<file path="config.mk">
export PLATFORM = sky130hd
export DESIGN_NAME = ihl_judge
export DESIGN_NICKNAME = d
export VERILOG_FILES = /design/src/hdl/ihl_pkg.sv /design/src/hdl/ihl_judge.sv
export SDC_FILE = /design/constraint.sdc
export NUM_CORES = 1
export LEC_CHECK = 0
export BUFFER_PORTS_ARGS = -buffer_cell sky130_fd_sc_hd__buf_2
export CORE_UTILIZATION = 30
export DETAILED_ROUTE_END_ITERATION = 12
export MAX_ROUTING_LAYER = met4
export SYNTH_ARGS = -nofsm -noshare
export SYNTH_HDL_FRONTEND = slang
export SYNTH_SLANG_ARGS = --single-unit
</file>
<file path="constraint.sdc">
create_clock -name vclk -period 4
set_input_delay 0.6 -clock vclk [all_inputs]
set_output_delay 0.6 -clock vclk [all_outputs]
set_load 0.005 [all_outputs]
</file>
<file path="src/hdl/ihl_pkg.sv">
// Shared types, constants and helpers of the Intel HEX image loader.
// Used by ihl_judge and intel_hex_image_loader_core; depends on nothing.
`default_nettype none
package ihl_pkg;

    localparam int IMAGE_BYTES_DEF  = 65536;
    localparam int RECORD_BYTES_DEF = 255;

    localparam int REC_OVERHEAD  = 5;
    localparam int LINE_SHORTEST = 1 + 2 * REC_OVERHEAD;
    localparam int LINE_LONGEST  = 1 + 2 * (REC_OVERHEAD + 255);

    localparam logic [9:0]  COUNT_CAP = 10'd1023;
    localparam logic [19:0] LINE_CAP  = 20'hFFFFF;

    // input commands
    localparam logic [1:0] CMD_TEXT = 2'd0;
    localparam logic [1:0] CMD_END  = 2'd1;
    localparam logic [1:0] CMD_READ = 2'd2;

    // result kinds
    localparam logic [1:0] KIND_LINE    = 2'd0;
    localparam logic [1:0] KIND_SUMMARY = 2'd1;
    localparam logic [1:0] KIND_READ    = 2'd2;

    // status codes
    localparam logic [3:0] ST_DATA      = 4'd0;
    localparam logic [3:0] ST_BLANK     = 4'd1;
    localparam logic [3:0] ST_ENTRY     = 4'd2;
    localparam logic [3:0] ST_BAD_LEN   = 4'd3;
    localparam logic [3:0] ST_BAD_ENTRY = 4'd4;
    localparam logic [3:0] ST_UNSUPP    = 4'd5;
    localparam logic [3:0] ST_EOF       = 4'd6;
    localparam logic [3:0] ST_MALFORMED = 4'd7;
    localparam logic [3:0] ST_NO_EOF    = 4'd8;

    // record types
    localparam logic [7:0] RT_DATA = 8'h00;
    localparam logic [7:0] RT_EOF  = 8'h01;
    localparam logic [7:0] RT_ESA  = 8'h02;
    localparam logic [7:0] RT_SSA  = 8'h03;
    localparam logic [7:0] RT_ELA  = 8'h04;
    localparam logic [7:0] RT_SLA  = 8'h05;

    localparam logic [7:0] CH_COLON = 8'h3A;
    localparam logic [7:0] CH_SEMI  = 8'h3B;
    localparam logic [7:0] CH_LF    = 8'h0A;
    localparam logic [7:0] CH_CR    = 8'h0D;

    typedef enum logic [1:0] {
        PH_START   = 2'd0,
        PH_RECORD  = 2'd1,
        PH_BAD     = 2'd2,
        PH_COMMENT = 2'd3
    } phase_t;

    typedef struct packed {
        logic [3:0]  status;
        logic        store;
        logic        set_entry;
        logic [15:0] entry;
    } judge_t;

    // {valid, value}
    function automatic logic [4:0] hex_value(input logic [7:0] c);
        logic [4:0] r;
        r = 5'd0;
        if (c >= 8'h30 && c <= 8'h39) r = {1'b1, 4'(c - 8'h30)};
        else if (c >= 8'h41 && c <= 8'h46) r = {1'b1, 4'(c - 8'h37)};
        else if (c >= 8'h61 && c <= 8'h66) r = {1'b1, 4'(c - 8'h57)};
        return r;
    endfunction

endpackage
`default_nettype wire

</file>
<file path="src/hdl/ihl_judge.sv">
// Line-end verdict: length, count, bound, checksum and record type checks.
// Depends on ihl_pkg.
`default_nettype none
module ihl_judge (
    input  wire ihl_pkg::phase_t phase,
    input  wire logic [9:0]      char_count,
    input  wire logic [31:0]     header,
    input  wire logic [31:0]     data_word,
    input  wire logic [7:0]      checksum,
    output ihl_pkg::judge_t      verdict
);
    import ihl_pkg::*;

    logic [7:0]  cnt;
    logic [15:0] addr;
    logic [7:0]  rtype;
    logic [16:0] rec_end;
    logic [9:0]  expect_cnt;
    logic        shape_bad;

    assign cnt        = header[31:24];
    assign addr       = header[23:8];
    assign rtype      = header[7:0];
    assign rec_end    = {1'b0, addr} + {9'd0, cnt};
    assign expect_cnt = ((char_count - 10'd1) >> 1) - 10'(REC_OVERHEAD);

    always_comb
    begin
        shape_bad = (char_count < 10'(LINE_SHORTEST)) || (char_count > 10'(LINE_LONGEST))
                    || !char_count[0] || ({2'd0, cnt} != expect_cnt)
                    || (rec_end > 17'h10000) || (checksum != 8'd0);
        verdict.status    = ST_MALFORMED;
        verdict.store     = 1'b0;
        verdict.set_entry = 1'b0;
        verdict.entry     = data_word[15:0];
        case (phase)
            PH_START, PH_COMMENT: verdict.status = ST_BLANK;
            PH_BAD:               verdict.status = ST_MALFORMED;
            PH_RECORD:
            begin
                if (!shape_bad)
                begin
                    case (rtype)
                        RT_DATA:
                        begin
                            verdict.status = ST_DATA;
                            verdict.store  = (cnt != 8'd0);
                        end
                        RT_EOF: verdict.status = (cnt != 8'd0) ? ST_BAD_LEN : ST_EOF;
                        RT_SSA, RT_SLA:
                        begin
                            if (cnt != 8'd4) verdict.status = ST_BAD_LEN;
                            else if (data_word[31:16] != 16'd0) verdict.status = ST_BAD_ENTRY;
                            else
                            begin
                                verdict.status    = ST_ENTRY;
                                verdict.set_entry = 1'b1;
                            end
                        end
                        RT_ESA, RT_ELA: verdict.status = ST_UNSUPP;
                        default: verdict.status = ST_MALFORMED;
                    endcase
                end
            end
            default: verdict.status = ST_MALFORMED;
        endcase
    end

endmodule
`default_nettype wire

</file>
==> results of run 1 <==
==> synthesized netlist by cell type, types with 3 or more instances <==
| cell type | instances | area share, % |
|---|---|---|
| sky130_fd_sc_hd__a21oi_2 | 3 | 1.5 |
| sky130_fd_sc_hd__o31a_1 | 3 | 1.5 |
| sky130_fd_sc_hd__buf_4 | 18 | 7.5 |
| sky130_fd_sc_hd__or3_1 | 4 | 1.4 |
| sky130_fd_sc_hd__a21oi_1 | 10 | 2.8 |
| sky130_fd_sc_hd__nor3_1 | 12 | 3.3 |
| sky130_fd_sc_hd__ha_1 | 14 | 9.7 |
| sky130_fd_sc_hd__mux2i_1 | 5 | 2.8 |
| sky130_fd_sc_hd__a31oi_1 | 3 | 1.0 |
| sky130_fd_sc_hd__xor2_1 | 9 | 4.4 |
| sky130_fd_sc_hd__o211ai_1 | 3 | 1.2 |
| sky130_fd_sc_hd__o21ai_0 | 21 | 5.8 |
| sky130_fd_sc_hd__nand3_1 | 7 | 1.9 |
| sky130_fd_sc_hd__nand4_1 | 9 | 3.1 |
| sky130_fd_sc_hd__nand2_1 | 27 | 5.6 |
| sky130_fd_sc_hd__nor4_1 | 7 | 2.4 |
| sky130_fd_sc_hd__o21ai_1 | 3 | 0.83 |
| sky130_fd_sc_hd__inv_1 | 9 | 1.9 |
| sky130_fd_sc_hd__xnor2_1 | 11 | 5.3 |
| sky130_fd_sc_hd__nor2_1 | 23 | 4.8 |
==> metal layers <==
metal / share of wire (%) / vias to the layer above / track usage, %
met4: 0.70 / 0 / 2.364
met2: 48 / 65 / 27.69
li1: - / 1086 / -
met3: 4.6 / 6 / 0.5714
met5: 0 / - / -
met1: 47 / 958 / 21.53
==> placed cells by master, fill, tap and decap left out, types with 3 or more instances in the layout <==
| master | instances |
|---|---|
| sky130_fd_sc_hd__xnor2_1 | 11 |
| sky130_fd_sc_hd__nor3_1 | 11 |
| sky130_fd_sc_hd__xor2_1 | 8 |
| sky130_fd_sc_hd__buf_4 | 9 |
| sky130_fd_sc_hd__o21ai_0 | 21 |
| sky130_fd_sc_hd__or3_1 | 4 |
| sky130_fd_sc_hd__a21oi_2 | 3 |
| sky130_fd_sc_hd__nand2_1 | 27 |
| sky130_fd_sc_hd__o31a_1 | 3 |
| sky130_fd_sc_hd__nand4_1 | 9 |
| sky130_fd_sc_hd__nor4_1 | 7 |
| sky130_fd_sc_hd__mux2i_1 | 5 |
| sky130_fd_sc_hd__inv_1 | 7 |
| sky130_fd_sc_hd__nor2_1 | 23 |
| sky130_fd_sc_hd__nand3_1 | 6 |
| sky130_fd_sc_hd__o21ai_1 | 3 |
| sky130_fd_sc_hd__buf_2 | 73 |
| sky130_fd_sc_hd__ha_1 | 12 |
| sky130_fd_sc_hd__o211ai_1 | 3 |
| sky130_fd_sc_hd__a21oi_1 | 10 |
==> power groups by stage <==
stage               registers [uW]  clock network, uW  logic, uW
CTS                              0                  0        232
global placement                 0                  0        229
detailed placement               0                  0        229
finish                           0                  0        247
global route                     0                  0        273
floorplan                        0                  0        158
==> through the flow <==
stage | cell area, sq um | TNS (ps) | hold slack, ps | setup slack [ps] | std cells
2_1_floorplan | 1808 | 0 | 1281 | 240.8 | 262
3_3_place_gp | 2155 | -40.88 | 1200 | -40.88 | 392
3_5_place_dp | 2155 | -192.0 | 1200 | -69.82 | 392
4_1_cts | 2170 | 0 | 1200 | 12.40 | 392
5_1_grt | 2255 | 0 | 1200 | 15.18 | 392
6_report | 2255 | 0 | 1200 | 170.5 | 392
==> cells by family (layout without fill, tap and decap cells) <==
group	after synthesis	in the layout	synth area share (%)
AO/OA/AOI/OAI	75	75	30.73
multiplexers	6	6	3.391
other	1	1	0.2074
buffers and inverters	33	91	11.63
XOR/XNOR	21	21	10.59
adder cells (fa/ha/maj)	15	15	10.80
AND/OR/NAND/NOR	111	111	32.66
==> what timing repair did <==
| item | in CTS | in global routing |
|---|---|---|
| pin swaps | 2 | 11 |
| endpoints found under the setup margin | 4 | 5 |
| resized for setup | 3 | 16 |
==> critical path: cells and delay by family <==
family,cells,cell delay [ps]
adder cells (fa/ha/maj),2,450
buffers and inverters,3,270
AND/OR/NAND/NOR,5,1080
XOR/XNOR,2,290
AO/OA/AOI/OAI,2,550
==> worst max path at each step <==
stage	cells past startpoint	end	slack, ps	startpoint
floorplan	14	verdict[18]	240	char_count[0]
global placement	14	verdict[18]	-40	char_count[0]
detailed placement	12	verdict[18]	-70	header[24]
CTS	14	verdict[18]	10	char_count[0]
global route	11	verdict[18]	20	header[26]
finish	14	verdict[18]	170	char_count[1]
==> area by class of cell <==
| type | instances | area [sq um] | area share (%) |
|---|---|---|---|
| inverters | 9 | 33.78 | 1.498 |
| multi-input cells | 229 | 1698 | 75.31 |
| well taps | 72 | 90.09 | 3.996 |
| repair buffers | 82 | 432.9 | 19.20 |
==> impl_results.rst, run 1 <==
.. list-table::
   :header-rows: 1

   * - Metric
     - Value
   * - Result of the run
     - finished clean
   * - Floorplan die height
     - 79.63 um
   * - Critical Path Slowest Stage Cell
     - sky130_fd_sc_hd__or4_4
   * - Peak supply drop
     - 0.03676 mV
   * - Worst Tran Pin Value
     - 506.7 ps
   * - Combinational share of power
     - 100.0%
   * - Number of buffers inserted to repair setup after CTS
     - 0
   * - Count of clock-net buffers in the final layout
     - 0
   * - Detailed-router iteration count before antenna repair
     - 4
   * - Slowest stage delay, CP
     - 510 ps
   * - Remaining max-slew budget at the tightest pin
     - 65.96%
   * - Synth Cell Area
     - 0.001808 sq mm
   * - Worst EP arrival
     - 3230 ps
   * - Capturing element type of the critical path
     - output port
   * - Detailed placement HPWL
     - ~4400 um
   * - Number of buffer cells added on primary ports
     - 73
   * - Sw Pwr
     - 136.1 uW
   * - Fmax
     - 261.1 MHz
   * - Worst hold path class
     - primary input to output port
   * - Kind of critical path
     - primary input to output port
   * - Critical-path maximum fanout
     - 2
   * - Internal power of the cells
     - 111.4 uW
   * - Switching share of power
     - 54.99%
   * - Global route total overflow
     - 0
   * - Sequential cell count
     - 0
   * - First-pass GRT wire length
     - around 8300 um
   * - Yosys warning total
     - 0
   * - Initial Utilization
     - 32.05%
   * - Vias/cell
     - approximately 5.4
   * - Number of buffers inserted by hold repair at cts
     - 0
   * - Area growth, synth to finish
     - 24.71%
   * - Area of the die
     - 0.006341 sq mm
   * - Count of different cell masters after synthesis
     - 67
   * - Post-Syn Instances
     - 262
   * - Fill cell count
     - 582
   * - Diodes inserted
     - 0
   * - Core occupancy in the finished layout
     - 39.96%
   * - Largest net degree at the start of global routing
     - 15
   * - Number of cells on the worst hold path
     - 0
   * - RSZ-0062 raised after global routing
     - no
   * - LEAKAGE
     - approximately 0.0009 uW
   * - Boundary pin count
     - between 100 and 150
   * - Sum of routed wire length over all layers
     - 5254 um
   * - Sequential cell fraction of total power
     - 0%
   * - Routed wirelength normalized by instance count
     - roughly 13 um
   * - Via count of the first global-routing pass
     - 1890
   * - DRC marker count from the first detailed-route iteration
     - about 140
   * - Portion of the clock cycle consumed by the worst path in the final layout
     - 95.74%
   * - Areal power density over the cells
     - roughly 110 mW/mm^2
   * - Total area of sequential cells
     - 0 sq um
   * - Cell row count
     - 27
   * - Synthesized area divided by synthesized cell count
     - 6.901 sq um
   * - Required time worst endpoint
     - 3400 ps
   * - Total number of vias
     - 2115
   * - Time the final worst path needs with I/O delays and setup
     - approximately 3800 ps
   * - Total power
     - between 200 and 250 uW
   * - MaxCap Viol Count
     - 0
   * - Number of antenna-violating nets in the routed design
     - 0
   * - DRC violation count after routing
     - 0
   * - Sequential cell area fraction in the yosys report
     - 0%
   * - Final-report hold violation count
     - 0
   * - Worst-path cell chain
     - buf_2 > inv_2 > ha_4 > xnor2_4 > ha_4 > xor2_2 > nand4_1 > or4_4 > nor3_4 > nand3_2 > a2111oi_4 > nand4_1 > o31a_1 > buf_2
   * - Area of the core region
     - 0.005642 sq mm
   * - Antenna violations before repair
     - 0
   * - Slew Limit Fails
     - 0
   * - Layout net count
     - 421
   * - Gp weighted congestion
     - 0.9106
   * - Number of endpoints failing setup at the final stage
     - 0
   * - Startpoint type of the worst setup path
     - primary input
   * - Launch instance of the worst min-delay path
     - data_word[10]
   * - Width of the die
     - roughly 80 um
   * - Synthesized netlist net count
     - 361
   * - Total GRT Usage
     - 16.21%
   * - Hold Path Sink
     - verdict[10]
   * - Fraction of layout cells with a size suffix above 1
     - a little over a third
   * - Part of the total power dissipated in the clock network
     - 0%
No activity file was read; power rests on OpenSTA's default activity.
==> inputs of run 2 (changes only) <==
Settings changed: BUFFER_PORTS_ARGS -buffer_cell sky130_fd_sc_hd__buf_2 to default, DONT_BUFFER_PORTS from default to 1.
==> impl_results.rst, run 2 (synthesis gave the netlist of run 1 again) <==
.. list-table::
   :header-rows: 1

   * - Metric
     - Value
   * - Result of the run
     - finished clean
   * - DRC violation count after routing
     - 0
   * - Count of clock-net buffers in the final layout
     - 0
   * - Commonest cells after routing, fill and taps aside
     - sky130_fd_sc_hd__nand2_1, sky130_fd_sc_hd__nor2_1, sky130_fd_sc_hd__o21ai_0, sky130_fd_sc_hd__ha_1
   * - Worst hold slack after final layout
     - 1200 ps
   * - Cell row count
     - 27
   * - Switching share of power
     - 54.44%
   * - MaxCap Viol Count
     - 0
   * - Total number of vias
     - around 1800
   * - Slowest stage delay, CP
     - 440 ps
   * - Diodes inserted
     - 0
   * - Required time worst endpoint
     - 3400 ps
   * - Area growth, synth to finish
     - -2.214%
   * - Sw Pwr
     - around 90 uW
   * - Peak supply drop
     - 0.03079 mV
   * - Post-placement worst setup slack
     - roughly 65 ps
   * - Gp weighted congestion
     - roughly 0.85
   * - Internal power of the cells
     - 76.16 uW
   * - Most frequent standard cell in the layout excluding fill and tap cells
     - sky130_fd_sc_hd__nand2_1
   * - Worst-path cell chain
     - inv_1 > ha_1 > ha_1 > xor2_2 > nand4_1 > or4_1 > nor3_2 > nand3_1 > a2111oi_1 > nand4_1 > o31a_1
   * - Final-report hold violation count
     - 0
   * - Combinational share of power
     - 100.0%
   * - Number of buffer cells added on primary ports
     - 0
   * - Critical-path maximum fanout
     - 11
   * - Vias/cell
     - 5.872
   * - Width of the die
     - 79.63 um
   * - Slew Limit Fails
     - 0
   * - Layout net count
     - 341
   * - Kind of critical path
     - primary input to output port
   * - Capturing element type of the critical path
     - output port
   * - Boundary pin count
     - between 100 and 150
   * - Area of combinational cells with multiple inputs
     - 0.001629 sq mm
   * - Sequential cell count
     - 0
   * - LEAKAGE
     - roughly 0.00055 uW
   * - Worst EP arrival
     - 3300 ps
   * - Number of antenna-violating nets in the routed design
     - 0
   * - Portion of the clock cycle consumed by the worst path in the final layout
     - 97.57%
   * - Total GRT Usage
     - between 15 and 20%
   * - Via count of the first global-routing pass
     - 1696
   * - Critical Path Slowest Stage Cell
     - sky130_fd_sc_hd__or4_1
   * - Number of endpoints failing setup at the final stage
     - 0
   * - Startpoint type of the worst setup path
     - primary input
   * - Part of the total power dissipated in the clock network
     - 0%
   * - First-pass GRT wire length
     - 7686 um
   * - Time the final worst path needs with I/O delays and setup
     - 3903 ps
   * - Detailed placement HPWL
     - 4130 um
   * - Total power
     - 167.2 uW
   * - Fill cell count
     - 612
   * - Total area of sequential cells
     - 0 sq um
   * - Antenna violations before repair
     - 0
   * - Floorplan die height
     - about 80 um
   * - DRC marker count from the first detailed-route iteration
     - 117
   * - Fmax
     - 256.2 MHz
   * - Routed wirelength normalized by instance count
     - 16.13 um
   * - Detailed-router iteration count before antenna repair
     - 4
   * - Core occupancy in the finished layout
     - about a third
   * - Fraction of layout cells with a size suffix above 1
     - roughly 11%
   * - Areal power density over the cells
     - around 95 mW/mm^2
   * - Sequential cell fraction of total power
     - 0%
   * - Number of buffers inserted by hold repair at cts
     - 0
   * - Largest net degree at the start of global routing
     - 15
   * - Sum of routed wire length over all layers
     - 5031 um
   * - Global route total overflow
     - 0
   * - Post-route setup slack
     - around 97 ps
   * - Initial Utilization
     - 32.05%
   * - Area of the core region
     - 0.005642 sq mm
   * - Area of the die
     - 0.006341 sq mm
   * - Worst hold path class
     - primary input to output port
## run 2: cell count changes in the layout (fill, tap and decap cells not counted), moves of 2 or more
cell                    previous run  this run
sky130_fd_sc_hd__buf_2            73         0
sky130_fd_sc_hd__buf_4             9         2
sky130_fd_sc_hd__ha_1             12        14
sky130_fd_sc_hd__ha_4              2         0
sky130_fd_sc_hd__inv_1             7         9
sky130_fd_sc_hd__inv_2             2         0
## run 2: final timing paths
kind     startpoint     endpoint  slack [ps]  depth (start not counted)
max   char_count[0]  verdict[18]         100                         11
min   data_word[10]  verdict[10]        1200                          0
## run 2: cell type report
type,instances,share of cell area [%]
inverters,9,1.911
repair buffers,2,0.8493
well taps,72,5.096
multi-input cells,229,92.14
## run 2: worst max-delay path: cells and delay by family
kind | cells | cell delay [ps]
XOR/XNOR | 1 | 220
buffers and inverters | 1 | 30
AO/OA/AOI/OAI | 2 | 720
adder cells (fa/ha/maj) | 2 | 720
AND/OR/NAND/NOR | 5 | 1000
## run 2: metal layers
layer / up-vias / global-route usage, % / wire (um)
met3: 8 / 1.600 / 339
met5: - / - / 0
met2: 74 / 26.50 / 2438
met4: 0 / 1.091 / 31
li1: 929 / - / -
met1: 821 / 19.96 / 2222
## run 2: power by group through the flow
stage          Sequential, uW  Combinational [uW]  Clock [uW]
2_1_floorplan               0                 158           0
3_3_place_gp                0                 159           0
3_5_place_dp                0                 159           0
4_1_cts                     0                 159           0
5_1_grt                     0                 186           0
6_report                    0                 167           0
## run 2: per-stage QoR
stage	TNS, ps	area [sq um]	instances
3_5_place_dp	0	1729	311
6_report	0	1768	312
2_1_floorplan	0	1808	262
5_1_grt	-39.35	1768	312
3_3_place_gp	0	1729	311
4_1_cts	0	1729	311
## run 2: timing repair
item                       CTS  global route
gates resized for setup      0             6
setup buffers                0             1
setup endpoints to repair    0             4
